`config.mk`:
```
export PLATFORM = sky130hd
export DESIGN_NAME = echo_reply_tracker
export DESIGN_NICKNAME = d
export VERILOG_FILES = /design/src/erk_pkg.sv /design/src/erk_front.sv /design/src/erk_bitmap.sv /design/src/erk_stats.sv /design/src/echo_reply_tracker.sv
export SDC_FILE = /design/constraint.sdc
export NUM_CORES = 2
export LEC_CHECK = 0
export ABC_AREA = 1
export BUFFER_PORTS_ARGS = -buffer_cell sky130_fd_sc_hd__buf_2
export CAP_MARGIN = 20
export CORE_MARGIN = 2
export CORE_UTILIZATION = 63
export DETAILED_ROUTE_END_ITERATION = 10
export GPL_ROUTABILITY_DRIVEN = 1
export PLACE_DENSITY = 0.81
export SLEW_MARGIN = 10
export SYNTH_ARGS = -nofsm -noshare
export SYNTH_HDL_FRONTEND = slang
export SYNTH_HIERARCHICAL = 1
export SYNTH_SLANG_ARGS = --single-unit
export TNS_END_PERCENT = 20
```
`constraint.sdc`:
```
create_clock -name clk -period 36.1 [get_ports clk]
set_clock_uncertainty 0.15 [all_clocks]
set_input_delay 3.61 -clock clk [delete_from_list [all_inputs] [get_ports clk]]
set_output_delay 3.61 -clock clk [all_outputs]
set_load 0.005 [all_outputs]
```
`src/erk_pkg.sv`:
```
`timescale 1ns / 1ps
// Shared types and constants for the echo reply tracker.
// No dependencies; every other file of the block imports this package.
package erk_pkg;

	// Default sizing of the top level
	localparam int DUP_SLOTS_DEF      = 1024;
	localparam int MIN_ICMP_BYTES_DEF = 8;

	// Stream and configuration port widths
	localparam int IN_DATA_W  = 168;
	localparam int OUT_DATA_W = 240;
	localparam int CFG_IDX_W  = 2;
	localparam int CFG_DATA_W = 16;

	// Register reset values
	localparam logic [15:0] PAYLOAD_LEN_RST = 16'd56;

	// Timing arithmetic
	localparam logic [15:0] TIMING_MIN_PAYLOAD = 16'd16;
	localparam logic signed [21:0] USEC_PER_SEC = 22'sd1000000;
	localparam logic signed [47:0] TICKS_PER_SEC = 48'sd10000;
	// floor(x / 100) == (x * USEC_RECIP) >> USEC_RECIP_SHIFT for x below 2^21
	localparam logic [21:0] USEC_RECIP = 22'd2684355;
	localparam int USEC_RECIP_SHIFT = 28;

	// Configuration register indexes
	typedef enum logic [CFG_IDX_W-1:0] {
		CFG_PAYLOAD_LEN = 2'd0,
		CFG_SESSION_ID  = 2'd1,
		CFG_QUIET       = 2'd2,
		CFG_VERBOSE     = 2'd3
	} cfg_idx_t;

	// Result status codes
	typedef enum logic [2:0] {
		ST_NEW     = 3'd0,
		ST_DUP     = 3'd1,
		ST_FOREIGN = 3'd2,
		ST_SHORT   = 3'd3,
		ST_OTHER   = 3'd4,
		ST_SENT    = 3'd5
	} status_t;

	// One input transaction, unpacked
	typedef struct packed {
		logic        req_type;
		logic [15:0] packet_len;
		logic [7:0]  icmp_kind;
		logic [15:0] reply_id;
		logic [15:0] reply_seq;
		logic [31:0] sent_sec;
		logic [19:0] sent_usec;
		logic [31:0] recv_sec;
		logic [19:0] recv_usec;
		logic [7:0]  hop_ttl;
	} in_item_t;

	// Classified item handed from the front end to the statistics stage
	typedef struct packed {
		status_t            status;   // ST_NEW stands for any matching reply
		logic               do_time;
		logic               ttl_ok;
		logic [7:0]         ttl;
		logic signed [47:0] sec_ticks;
		logic signed [14:0] usec_ticks;
	} prep_t;

	// One result transaction, unpacked
	typedef struct packed {
		status_t     status;
		logic [15:0] sent_seq;
		logic [31:0] trip_time;
		logic [31:0] received_count;
		logic [31:0] repeat_count;
		logic [31:0] min_trip;
		logic [31:0] max_trip;
		logic [47:0] trip_sum;
		logic        ttl_valid;
		logic [7:0]  ttl_value;
	} result_t;

endpackage

```
`src/erk_front.sv`:
```
`timescale 1ns / 1ps
// Front end: input register (s1) and classification / slot / trip-part stage (s2).
// Depends on erk_pkg.
module erk_front #(
	parameter int DUP_SLOTS      = erk_pkg::DUP_SLOTS_DEF,
	parameter int MIN_ICMP_BYTES = erk_pkg::MIN_ICMP_BYTES_DEF
) (
	input  logic                          clk,
	input  logic                          load_s1,
	input  logic                          load_s2,
	input  erk_pkg::in_item_t             item,
	input  logic [15:0]                   payload_length,
	input  logic [15:0]                   session_id,
	input  logic                          quiet_mode,
	input  logic                          verbose_mode,
	output logic [$clog2(DUP_SLOTS)-1:0]  rd_slot,
	output logic [$clog2(DUP_SLOTS)-1:0]  slot_s2,
	output erk_pkg::prep_t                prep_s2
);
	import erk_pkg::*;

	localparam int SLOT_W = $clog2(DUP_SLOTS);
	// floor(2^32 / DUP_SLOTS); the quotient estimate is at most one low
	localparam logic [32:0] SLOT_RECIP = 33'((64'd1 << 32) / DUP_SLOTS);
	localparam logic [16:0] SLOTS_17   = 17'(DUP_SLOTS);

	in_item_t           item_s1;
	logic [15:0]        q_est_s1;
	logic signed [20:0] usec_adj_s1;
	logic signed [33:0] sec_adj_s1;

	logic [48:0]        q_prod;
	logic signed [21:0] usec_diff;
	logic               borrow;
	logic signed [21:0] usec_adj;
	logic signed [33:0] sec_diff;

	logic [31:0]        q_times_n;
	logic [16:0]        rem;
	logic [16:0]        rem_sub;

	logic signed [47:0] sec_ext;
	logic               usec_neg;
	logic [20:0]        usec_mag;
	logic [42:0]        usec_prod;
	logic signed [14:0] usec_q;

	logic [16:0]        min_len;
	prep_t              prep;

	// Estimate slot quotient and borrow-adjust timestamps on the way in
	assign q_prod    = 49'(item.reply_seq) * 49'(SLOT_RECIP);
	assign usec_diff = $signed({2'b00, item.recv_usec}) - $signed({2'b00, item.sent_usec});
	assign borrow    = usec_diff[21];
	assign usec_adj  = borrow ? usec_diff + USEC_PER_SEC : usec_diff;
	assign sec_diff  = $signed({2'b00, item.recv_sec}) - $signed({2'b00, item.sent_sec})
		- $signed({33'd0, borrow});

	// Input register
	always_ff @(posedge clk) begin
		if (load_s1) begin
			item_s1     <= item;
			q_est_s1    <= q_prod[47:32];
			usec_adj_s1 <= usec_adj[20:0];
			sec_adj_s1  <= sec_diff;
		end
	end

	// Finish seq modulo slot count with one correction step
	assign q_times_n = 32'(q_est_s1) * 32'(DUP_SLOTS);
	assign rem       = {1'b0, item_s1.reply_seq} - q_times_n[16:0];
	assign rem_sub   = rem - SLOTS_17;
	assign rd_slot   = (rem >= SLOTS_17) ? rem_sub[SLOT_W-1:0] : rem[SLOT_W-1:0];

	// Scale seconds and microseconds to 100 us ticks
	assign sec_ext   = 48'(sec_adj_s1);
	assign usec_neg  = usec_adj_s1[20];
	assign usec_mag  = usec_neg ? 21'(-usec_adj_s1) : 21'(usec_adj_s1);
	assign usec_prod = 43'(usec_mag) * 43'(USEC_RECIP);
	assign usec_q    = $signed({1'b0, usec_prod[USEC_RECIP_SHIFT+13:USEC_RECIP_SHIFT]});

	// Classify: transmit records first, then length, then type, then identifier
	assign min_len = {1'b0, payload_length} + 17'(MIN_ICMP_BYTES);

	always_comb begin
		prep            = '0;
		prep.ttl        = item_s1.hop_ttl;
		prep.sec_ticks  = sec_ext * TICKS_PER_SEC;
		prep.usec_ticks = usec_neg ? -usec_q : usec_q;
		if (!item_s1.req_type) begin
			prep.status = ST_SENT;
		end else if ({1'b0, item_s1.packet_len} < min_len) begin
			prep.status = ST_SHORT;
		end else if (item_s1.icmp_kind != 8'd0) begin
			prep.status = ST_OTHER;
			prep.ttl_ok = verbose_mode;
		end else if (item_s1.reply_id != session_id) begin
			prep.status = ST_FOREIGN;
		end else begin
			prep.status  = ST_NEW;
			prep.do_time = payload_length >= TIMING_MIN_PAYLOAD;
			prep.ttl_ok  = !quiet_mode;
		end
	end

	// Stage register
	always_ff @(posedge clk) begin
		if (load_s2) begin
			prep_s2 <= prep;
			slot_s2 <= rd_slot;
		end
	end

endmodule

```
`src/erk_bitmap.sv`:
```
`timescale 1ns / 1ps
// Reply-seen bitmap: one-bit memory with a clearing pass after reset and
// a one-entry write bypass for back-to-back accesses. Depends on erk_pkg.
module erk_bitmap #(
	parameter int DUP_SLOTS = erk_pkg::DUP_SLOTS_DEF
) (
	input  logic                          clk,
	input  logic                          arst_n,
	input  logic                          rd_en,
	input  logic [$clog2(DUP_SLOTS)-1:0]  rd_addr,
	input  logic [$clog2(DUP_SLOTS)-1:0]  chk_addr,
	input  logic                          wr_en,
	input  logic [$clog2(DUP_SLOTS)-1:0]  wr_addr,
	input  logic                          wr_data,
	output logic                          seen,
	output logic                          busy
);
	import erk_pkg::*;

	localparam int SLOT_W = $clog2(DUP_SLOTS);
	localparam logic [SLOT_W-1:0] LAST_SLOT = SLOT_W'(DUP_SLOTS - 1);

	logic              mem [DUP_SLOTS];
	logic              rd_q;
	logic [SLOT_W-1:0] clr_cnt_q;
	logic              busy_q;
	logic              byp_valid_q;
	logic [SLOT_W-1:0] byp_addr_q;
	logic              byp_data_q;

	logic              m_we;
	logic [SLOT_W-1:0] m_addr;
	logic              m_data;

	// Clearing pass owns the write port until every slot is zero
	assign m_we   = busy_q || wr_en;
	assign m_addr = busy_q ? clr_cnt_q : wr_addr;
	assign m_data = busy_q ? 1'b0 : wr_data;

	always_ff @(posedge clk or negedge arst_n) begin
		if (!arst_n) begin
			busy_q    <= 1'b1;
			clr_cnt_q <= '0;
		end else if (busy_q) begin
			clr_cnt_q <= clr_cnt_q + 1'b1;
			if (clr_cnt_q == LAST_SLOT) begin
				busy_q <= 1'b0;
			end
		end
	end

	// Memory array
	always_ff @(posedge clk) begin
		if (m_we) begin
			mem[m_addr] <= m_data;
		end
		if (rd_en) begin
			rd_q <= mem[rd_addr];
		end
	end

	// Remember the last write for a read issued on the same edge
	always_ff @(posedge clk or negedge arst_n) begin
		if (!arst_n) begin
			byp_valid_q <= 1'b0;
		end else if (m_we) begin
			byp_valid_q <= 1'b1;
		end
	end

	always_ff @(posedge clk) begin
		if (m_we) begin
			byp_addr_q <= m_addr;
			byp_data_q <= m_data;
		end
	end

	assign seen = (byp_valid_q && byp_addr_q == chk_addr) ? byp_data_q : rd_q;
	assign busy = busy_q;

endmodule

```
`src/erk_stats.sv`:
```
`timescale 1ns / 1ps
// Statistics stage: trip clamp, counters, min/max/sum and the result register.
// Depends on erk_pkg.
module erk_stats #(
	parameter int DUP_SLOTS = erk_pkg::DUP_SLOTS_DEF
) (
	input  logic                          clk,
	input  logic                          arst_n,
	input  logic                          adv_s2,
	input  logic                          out_ready,
	input  erk_pkg::prep_t                prep_s2,
	input  logic [$clog2(DUP_SLOTS)-1:0]  slot_s2,
	input  logic                          seen_s2,
	output logic                          wr_en,
	output logic [$clog2(DUP_SLOTS)-1:0]  wr_addr,
	output logic                          wr_data,
	output logic                          out_valid,
	output erk_pkg::result_t              result
);
	import erk_pkg::*;

	localparam int SLOT_W = $clog2(DUP_SLOTS);
	localparam logic [SLOT_W-1:0] LAST_SLOT = SLOT_W'(DUP_SLOTS - 1);

	logic [15:0]       seq_q;
	logic [SLOT_W-1:0] tx_slot_q;
	logic [31:0]       uniq_q;
	logic [31:0]       dup_q;
	logic [31:0]       min_q;
	logic [31:0]       max_q;
	logic [47:0]       sum_q;
	logic              out_valid_q;
	status_t           status_q;
	logic [15:0]       sent_seq_q;
	logic [31:0]       trip_q;
	logic              ttl_valid_q;
	logic [7:0]        ttl_value_q;

	logic signed [48:0] trip_raw;
	logic [31:0]        trip;
	logic               is_sent;
	logic               is_match;
	status_t            status;

	// Combine ticks and clamp to 32 bits
	assign trip_raw = 49'(prep_s2.sec_ticks) + 49'(prep_s2.usec_ticks);
	assign trip     = trip_raw[48] ? 32'd0 : (|trip_raw[47:32]) ? '1 : trip_raw[31:0];

	assign is_sent  = prep_s2.status == ST_SENT;
	assign is_match = prep_s2.status == ST_NEW;
	assign status   = (is_match && seen_s2) ? ST_DUP : prep_s2.status;

	// Bitmap write: clear on transmit, set on matching reply
	assign wr_en   = adv_s2 && (is_sent || is_match);
	assign wr_addr = is_sent ? tx_slot_q : slot_s2;
	assign wr_data = is_match;

	// Update running state when the stage advances
	always_ff @(posedge clk or negedge arst_n) begin
		if (!arst_n) begin
			seq_q     <= '0;
			tx_slot_q <= '0;
			uniq_q    <= '0;
			dup_q     <= '0;
			min_q     <= '1;
			max_q     <= '0;
			sum_q     <= '0;
		end else if (adv_s2) begin
			if (is_sent) begin
				seq_q     <= seq_q + 1'b1;
				tx_slot_q <= (seq_q == 16'hFFFF || tx_slot_q == LAST_SLOT) ? '0 :
					tx_slot_q + 1'b1;
			end
			if (is_match) begin
				if (seen_s2) begin
					dup_q <= dup_q + 1'b1;
				end else begin
					uniq_q <= uniq_q + 1'b1;
				end
			end
			if (prep_s2.do_time) begin
				sum_q <= sum_q + {16'd0, trip};
				if (trip < min_q) begin
					min_q <= trip;
				end
				if (trip > max_q) begin
					max_q <= trip;
				end
			end
		end
	end

	// Result register handshake
	always_ff @(posedge clk or negedge arst_n) begin
		if (!arst_n) begin
			out_valid_q <= 1'b0;
		end else if (adv_s2) begin
			out_valid_q <= 1'b1;
		end else if (out_ready) begin
			out_valid_q <= 1'b0;
		end
	end

	always_ff @(posedge clk) begin
		if (adv_s2) begin
			status_q    <= status;
			sent_seq_q  <= is_sent ? seq_q : 16'd0;
			trip_q      <= prep_s2.do_time ? trip : 32'd0;
			ttl_valid_q <= prep_s2.ttl_ok;
			ttl_value_q <= prep_s2.ttl_ok ? prep_s2.ttl : 8'd0;
		end
	end

	// Counters are only touched when the result register loads
	always_comb begin
		result.status         = status_q;
		result.sent_seq       = sent_seq_q;
		result.trip_time      = trip_q;
		result.received_count = uniq_q;
		result.repeat_count   = dup_q;
		result.min_trip       = min_q;
		result.max_trip       = max_q;
		result.trip_sum       = sum_q;
		result.ttl_valid      = ttl_valid_q;
		result.ttl_value      = ttl_value_q;
	end

	assign out_valid = out_valid_q;

endmodule

```
`src/echo_reply_tracker.sv`:
```
`timescale 1ns / 1ps
// Top level of the echo reply tracker: stream ports, configuration registers
// and stage control. Depends on erk_pkg, erk_front, erk_bitmap, erk_stats.

// Takes one transaction per clock cycle while not stalled by m_tready or the
// bitmap clearing, and returns exactly one result per transaction, in order.
// A result passes the input register, the classify/bitmap-read stage and the
// result register; the single-port read of the reply-seen bitmap in the
// middle stage, with a one-entry bypass for the write made on the same edge,
// is what lets consecutive replies to one sequence slot follow each other
// every cycle. After reset the bitmap is cleared one slot per cycle, and
// s_tready stays low till it ends; configuration writes are taken meanwhile.
// Write configuration only while no transaction is in flight.
module echo_reply_tracker #(
	parameter int DUP_SLOTS      = erk_pkg::DUP_SLOTS_DEF,
	parameter int MIN_ICMP_BYTES = erk_pkg::MIN_ICMP_BYTES_DEF
) (
	input  logic                            clk,
	input  logic                            arst_n,
	// s_tdata from bit 0: packet_len, icmp_kind, reply_id, reply_seq, sent_sec,
	// sent_usec, recv_sec, recv_usec, hop_ttl
	input  logic                            s_tvalid,
	output logic                            s_tready,
	input  logic [erk_pkg::IN_DATA_W-1:0]   s_tdata,
	input  logic                            s_tuser,   // req_type
	// m_tdata from bit 0: sent_seq, trip_time, received_count, repeat_count,
	// min_trip, max_trip, trip_sum, ttl_valid, ttl_value, zero fill
	output logic                            m_tvalid,
	input  logic                            m_tready,
	output logic [erk_pkg::OUT_DATA_W-1:0]  m_tdata,
	output logic [2:0]                      m_tuser,   // status
	input  logic                            cfg_we,
	input  logic [erk_pkg::CFG_IDX_W-1:0]   cfg_index,
	input  logic [erk_pkg::CFG_DATA_W-1:0]  cfg_data
);
	import erk_pkg::*;

	localparam int SLOT_W = $clog2(DUP_SLOTS);

	logic [15:0]       payload_length_q;
	logic [15:0]       session_id_q;
	logic              quiet_q;
	logic              verbose_q;

	logic              s1_valid_q;
	logic              s2_valid_q;
	logic              out_load;
	logic              adv_s1;
	logic              adv_s2;
	logic              accept;
	logic              clr_busy;

	in_item_t          item;
	prep_t             prep_s2;
	logic [SLOT_W-1:0] rd_slot;
	logic [SLOT_W-1:0] slot_s2;
	logic              seen_s2;
	logic              wr_en;
	logic [SLOT_W-1:0] wr_addr;
	logic              wr_data;
	logic              out_valid;
	result_t           result;

	// Configuration registers
	always_ff @(posedge clk or negedge arst_n) begin
		if (!arst_n) begin
			payload_length_q <= PAYLOAD_LEN_RST;
			session_id_q     <= '0;
			quiet_q          <= 1'b0;
			verbose_q        <= 1'b0;
		end else if (cfg_we) begin
			case (cfg_index)
				CFG_PAYLOAD_LEN: payload_length_q <= cfg_data;
				CFG_SESSION_ID:  session_id_q     <= cfg_data;
				CFG_QUIET:       quiet_q          <= cfg_data[0];
				CFG_VERBOSE:     verbose_q        <= cfg_data[0];
				default: ;
			endcase
		end
	end

	// Stage control: each stage moves when the one after it has room
	assign out_load = !out_valid || m_tready;
	assign adv_s2   = s2_valid_q && out_load;
	assign adv_s1   = s1_valid_q && (!s2_valid_q || adv_s2);
	assign s_tready = (!s1_valid_q || adv_s1) && !clr_busy;
	assign accept   = s_tvalid && s_tready;

	always_ff @(posedge clk or negedge arst_n) begin
		if (!arst_n) begin
			s1_valid_q <= 1'b0;
			s2_valid_q <= 1'b0;
		end else begin
			if (accept) begin
				s1_valid_q <= 1'b1;
			end else if (adv_s1) begin
				s1_valid_q <= 1'b0;
			end
			if (adv_s1) begin
				s2_valid_q <= 1'b1;
			end else if (adv_s2) begin
				s2_valid_q <= 1'b0;
			end
		end
	end

	// Unpack the input transaction
	always_comb begin
		item.req_type   = s_tuser;
		item.packet_len = s_tdata[15:0];
		item.icmp_kind  = s_tdata[23:16];
		item.reply_id   = s_tdata[39:24];
		item.reply_seq  = s_tdata[55:40];
		item.sent_sec   = s_tdata[87:56];
		item.sent_usec  = s_tdata[107:88];
		item.recv_sec   = s_tdata[139:108];
		item.recv_usec  = s_tdata[159:140];
		item.hop_ttl    = s_tdata[167:160];
	end

	erk_front #(
		.DUP_SLOTS      (DUP_SLOTS),
		.MIN_ICMP_BYTES (MIN_ICMP_BYTES)
	) u_front (
		.clk            (clk),
		.load_s1        (accept),
		.load_s2        (adv_s1),
		.item           (item),
		.payload_length (payload_length_q),
		.session_id     (session_id_q),
		.quiet_mode     (quiet_q),
		.verbose_mode   (verbose_q),
		.rd_slot        (rd_slot),
		.slot_s2        (slot_s2),
		.prep_s2        (prep_s2)
	);

	erk_bitmap #(
		.DUP_SLOTS (DUP_SLOTS)
	) u_bitmap (
		.clk      (clk),
		.arst_n   (arst_n),
		.rd_en    (adv_s1),
		.rd_addr  (rd_slot),
		.chk_addr (slot_s2),
		.wr_en    (wr_en),
		.wr_addr  (wr_addr),
		.wr_data  (wr_data),
		.seen     (seen_s2),
		.busy     (clr_busy)
	);

	erk_stats #(
		.DUP_SLOTS (DUP_SLOTS)
	) u_stats (
		.clk       (clk),
		.arst_n    (arst_n),
		.adv_s2    (adv_s2),
		.out_ready (m_tready),
		.prep_s2   (prep_s2),
		.slot_s2   (slot_s2),
		.seen_s2   (seen_s2),
		.wr_en     (wr_en),
		.wr_addr   (wr_addr),
		.wr_data   (wr_data),
		.out_valid (out_valid),
		.result    (result)
	);

	// Pack the result transaction
	assign m_tvalid = out_valid;
	assign m_tuser  = result.status;
	assign m_tdata  = {7'd0, result.ttl_value, result.ttl_valid, result.trip_sum,
		result.max_trip, result.min_trip, result.repeat_count,
		result.received_count, result.trip_time, result.sent_seq};

endmodule

```
# Word-level counts from Yosys, hierarchy flattened
# Memories as Yosys holds them, arrays and structs flattened. A register that Yosys moved wholly into a read port is not among the register bits.
# Cells that the tools add are included.
# Widths: inputs -> output; s select.
dict set report classes {
  eq_ne 9
  div_mod_pow 0
  mux 26
  n_mul 2
  addsub 16
  n_shift 0
  n_bitwise 2
  order_cmp 5
  n_reduce_logical 37
}
# cell count
set op_table {}
lappend op_table {{$add 32x1->32 const B} 2}
lappend op_table {{$mux 32} 2}
lappend op_table {{$add 48x15->49} 1}
lappend op_table {{$add 48x32->48} 1}
lappend op_table {{$mul 34x11->44 const B} 1}
lappend op_table {{$mul 21x22->42 const B} 1}
lappend op_table {{$mux 21} 2}
lappend op_table {{$mux 10} 4}
lappend op_table {{$sub 33x2->34} 1}
lappend op_table {{$sub 32x32->33} 1}
lappend op_table {{$gt 32x32->1} 1}
lappend op_table {{$lt 32x32->1} 1}
lappend op_table {{$add 21x21->21 const B} 1}
lappend op_table {{$neg 21->21} 1}
lappend op_table {{$sub 20x20->21} 1}
lappend op_table {{$add 10x1->10 const B} 2}
lappend op_table {{$eq 10x10->1 const B} 2}
lappend op_table {{$add 16x4->17 const B} 1}
lappend op_table {{$ge 17x11->1 const B} 1}
lappend op_table {{$lt 16x17->1} 1}
lappend op_table {{$sub 16x16->17} 1}
lappend op_table {{$add 16x1->16 const B} 1}
lappend op_table {{$eq 16x16->1 const B} 1}
lappend op_table {{$ge 16x5->1 const B} 1}
lappend op_table {{other kinds (24)} 65}
dict set report word_totals {
  latch_bits 0
  register_bits 530
  memories 1
  mem_bits_ro 0
  ramBits 1024
}
# name depth word_bits rd rd_ports_with_merged_regs write_ports line_no
set memory_table {}
lappend memory_table {u_bitmap.mem 1024 1 1 1 1 erk_bitmap.sv:23} ;# logic mem [DUP_SLOTS];

# Longest topological paths before layout
dict set report depth {
  ltp_word 9
  ltp_mapped 48
}

# Cells and area by module
# Netlist, hierarchy kept.
# module instances cells_per_inst area_each_um2
set by_module_without_submodules {}
lappend by_module_without_submodules {erk_bitmap 1 4811 47181.5}
lappend by_module_without_submodules {erk_front 1 3433 27940.5}
lappend by_module_without_submodules {erk_stats 1 2510 18371.4}
lappend by_module_without_submodules {echo_reply_tracker 1 152 1592.8}

# Worst setup path before layout
# No wires, ideal clock.
dict set report synth_path {
  path_kind {register -> register}
  start {register u_front/prep_s2[74] (netlist name)}
  end {register u_bitmap.byp_data_q, data pin}
  setup_ns 4.958
  required_time_ns 30.992
  slack_ns 6.680
  arrival_time_ns 24.312
  synth_period_minus_slack_ns 29.420
  path_buffers 0
  stages_incl_launch_ff 4
  cell_sequence {edfxtp_1 nor3_4 inv_1 nor2_1}
}
dict set report synth_via {
  elab_chain_len 2
}
# element line_no
set synth_rtl {}
lappend synth_rtl {{$logic_not 3->1} erk_stats.sv:50} ;# assign is_match = prep_s2.status == ST_NEW;
lappend synth_rtl {{via wr_data} echo_reply_tracker.sv:60} ;# logic wr_data;
lappend synth_rtl {{$mux 1} erk_bitmap.sv:38} ;# assign m_data = busy_q ? 1'b0 : wr_data;
lappend synth_rtl {{via u_bitmap.m_data} erk_bitmap.sv:33} ;# logic m_data;
lappend synth_rtl {{end signal, assigned} erk_bitmap.sv:74} ;# byp_data_q <= m_data;
lappend synth_rtl {{end, declared} erk_bitmap.sv:29} ;# logic byp_data_q;
# The timed path passes the listed nets, and every way through them passes these cells.
# A chain may end at the register's enable or synchronous reset.

==> results_dict.tcl <==
set metrics [dict create \
    final_util_pct 69.44 \
    area_growth_pct 9.386 \
    fp.dieW_um 392.5 \
    synth_top_area_share_pct 40.80 \
    syn_avg_cell_area_um2 8.719 \
    start_util_pct 63.49 \
    ys_ff_latch 1543 \
    cpPeakStageDelay_ps 790 \
    place_congestion 1.004 \
    yosys.area.top_type "edfxtp_1" \
    grt_max_degree 303 \
    route.antenna.remaining_nets 0 \
    crit_top_cell "nand2_1" \
    worst_setup_path_end_kind "register" \
    synth_edf_count 1292 \
    fin_tns_setup_ps 0 \
    cts_buffers 159 \
    numClockSinks 1543 \
    dp_hpwl_um 178500 \
    fill_cells 11320 \
    htreeDepth 4 \
    critical_path.slowest_cell "nor3_1" \
    cts_tree "yes" \
    worstPathArrival_ps 9450 \
    seq_area_frac_synth_pct 47.46 \
    hold_class "reg -> reg" \
    clockRootBuffer "clkbuf_16" \
    insertion_delay_ps 810 \
    antenna_found_initial 10 \
    drv_slew 0 \
    die_h_um 392.5 \
    fp.coreArea_mm2 0.1498 \
    route.detailed.drc 0 \
    relSlewSlack_pct 19.30 \
    cts_setup_buffers 0 \
    clkSlewWorstSetupHoldPaths_ps 60 \
    ctsHoldBuffers 0 \
    hold_viol 0 \
    fin_crit_sh_pct 25.07 \
    start_kind "register" \
    ys_async_sr_fraction_pct 16.27 \
    yosysWarnings 6 \
    vias_per_cell 5.851 \
    io_pins 437 \
    path_max_fanout 6 \
    layoutNonFillerInstCount 13280 \
    die-area_mm2 0.1541 \
    dr.first_iter.drc_count 9431 \
    period_needed_ps 9052 \
    worstPathRequired_ps 36500 \
    wl_per_cell_um 20.46 \
    rows 142 \
    rsz0062_at_grt "no" \
    synth_flop_cell "edfxtp_1" \
    ys_types 66 \
    cts_buffer_depth 3 \
    vias 77690 \
    wirelength_um 271600 \
    drt-pass1-iter-count 8 \
    synth_cells 10910 \
    tightest_slew_ps 1210 \
    final_cell_mix "nand2_1, nor2_1, inv_1" \
    syn_area_mm2 0.09509 \
    synth_area_leaders "edfxtp_1, nand2_1, ha_1" \
    max_freq_ghz 0.1105 \
    final_common_cell "nand2_1" \
    cts-resized-gates 0 \
    status "finished clean" \
    grt_pass1_vias 74750 \
    grt_first_pass_wirelength_um 413100 \
    drive_above_1_share_pct 8.796 \
    track_usage_pct 34.88 \
    finalSetupViolations 0 \
    overflow 0 \
    worst-setup-path-type "reg -> reg" \
    port_buffers 423 \
    max_cap_viol_count 0 \
    dp_cells 12950 \
    fin_nets 12170 \
]
cell families (layout without fill, tap and decap cells):
logic type               count (synthesis)  in the layout  synth area share, %
AND/OR/NAND/NOR                       5797           5797                25.49
buffers and inverters                 1870           2210                7.715
flip-flops                            1543           1543                47.46
adder cells (fa/ha/maj)                857            857                13.31
AO/OA/AOI/OAI                          544            544                3.278
XOR/XNOR                               291            291                2.720
other                                    2             17             0.007898
multiplexers                             2              2              0.02237
critical path: cells and delay by family (launching register included):
| kind | cells | cell delay, ps |
|---|---|---|
| adders and majority gates | 10 | 4260 |
| and+or+nand+nor | 18 | 3370 |
| DFF | 1 | 450 |
| buffers and inverters | 7 | 590 |
cell type report:
class / count / area [um2] / area share, %
flip-flops and latches: 1543 / 45120 / 43.38
multi-input cells: 7502 / 42790 / 41.14
diodes: 6 / 15.01 / 0.01444
clock buffers: 205 / 4344 / 4.177
well taps: 2016 / 2522 / 2.425
repair buffers: 533 / 3207 / 3.083
inverters: 1380 / 5199 / 4.998
clock inverters: 92 / 812.0 / 0.7807
per-stage QoR:
stage / hold WS [ps] / setup WS, ps / area (um2)
global route: 274.0 / 26400 / 104000
floorplan: 250.3 / 6680 / 95120
detailed placement: 254.5 / 27070 / 98450
CTS: 270.2 / 27070 / 103600
global placement: 253.7 / 27170 / 98440
finish: 268.1 / 27050 / 104000
state kept, by name, indices dropped and copies added, names as in the netlist, 3 cells and up:
signal,cells
payload_length_q,16
session_id_q,16
u_bitmap/byp_addr_q,10
u_bitmap/clr_cnt_q,10
u_bitmap/mem,1024
u_front/item_s1,59
u_front/prep_s2,72
u_front/sec_adj_s1,34
u_front/slot_s2,10
u_front/usec_adj_s1,21
u_stats/dup_q,32
u_stats/max_q,32
u_stats/min_q,32
u_stats/sent_seq_q,16
u_stats/seq_q,16
u_stats/status_q,3
u_stats/sum_q,48
u_stats/trip_q,32
u_stats/ttl_value_q,8
u_stats/tx_slot_q,10
u_stats/uniq_q,32
routing by layer:
metal  track usage, %  part of all wire, %
met5                0                0.044
met4            15.98                  4.8
met2            54.98                   45
met3            8.112                   12
met1            45.99                   38
synthesized netlist by cell type, types with 22 or more instances:
master and number:
ha_1 599, dfstp_2 36, o21ai_0 162, nor2_2 32, nor4_1 28, dfrtp_1 215
clkbuf_1 271, buf_4 22, a21oi_1 213, o21ai_1 23, fa_1 258, xor2_1 183
a31oi_1 29, buf_1 75, nand2_1 2675, nor3_1 79, nand4_1 74, inv_1 1346
nand3_1 1294, nor2_1 1525, edfxtp_1 1292, inv_2 29, xnor2_1 103, o21ai_2 30
buf_2 109
worst paths after layout:
path                                        startpoint             endpoint  slack, ps  cells past startpoint
worst max-delay path            u_front/usec_adj_s1[0]  u_front/prep_s2[12]      27050                     35
worst min-delay path                u_front/item_s1[1]  u_front/prep_s2[64]        270                      0
worst max register to register  u_front/usec_adj_s1[0]  u_front/prep_s2[12]      27050                     35
worst min register to register      u_front/item_s1[1]  u_front/prep_s2[64]        270                      0
max in group asynchronous                       arst_n    u_stats/dup_q[17]      31540                      2
min in group asynchronous                       arst_n    u_stats/max_q[25]       2730                      1
Power is not shown: default switching activity piles up to over one toggle a cycle in this logic, so the estimate is an artifact.
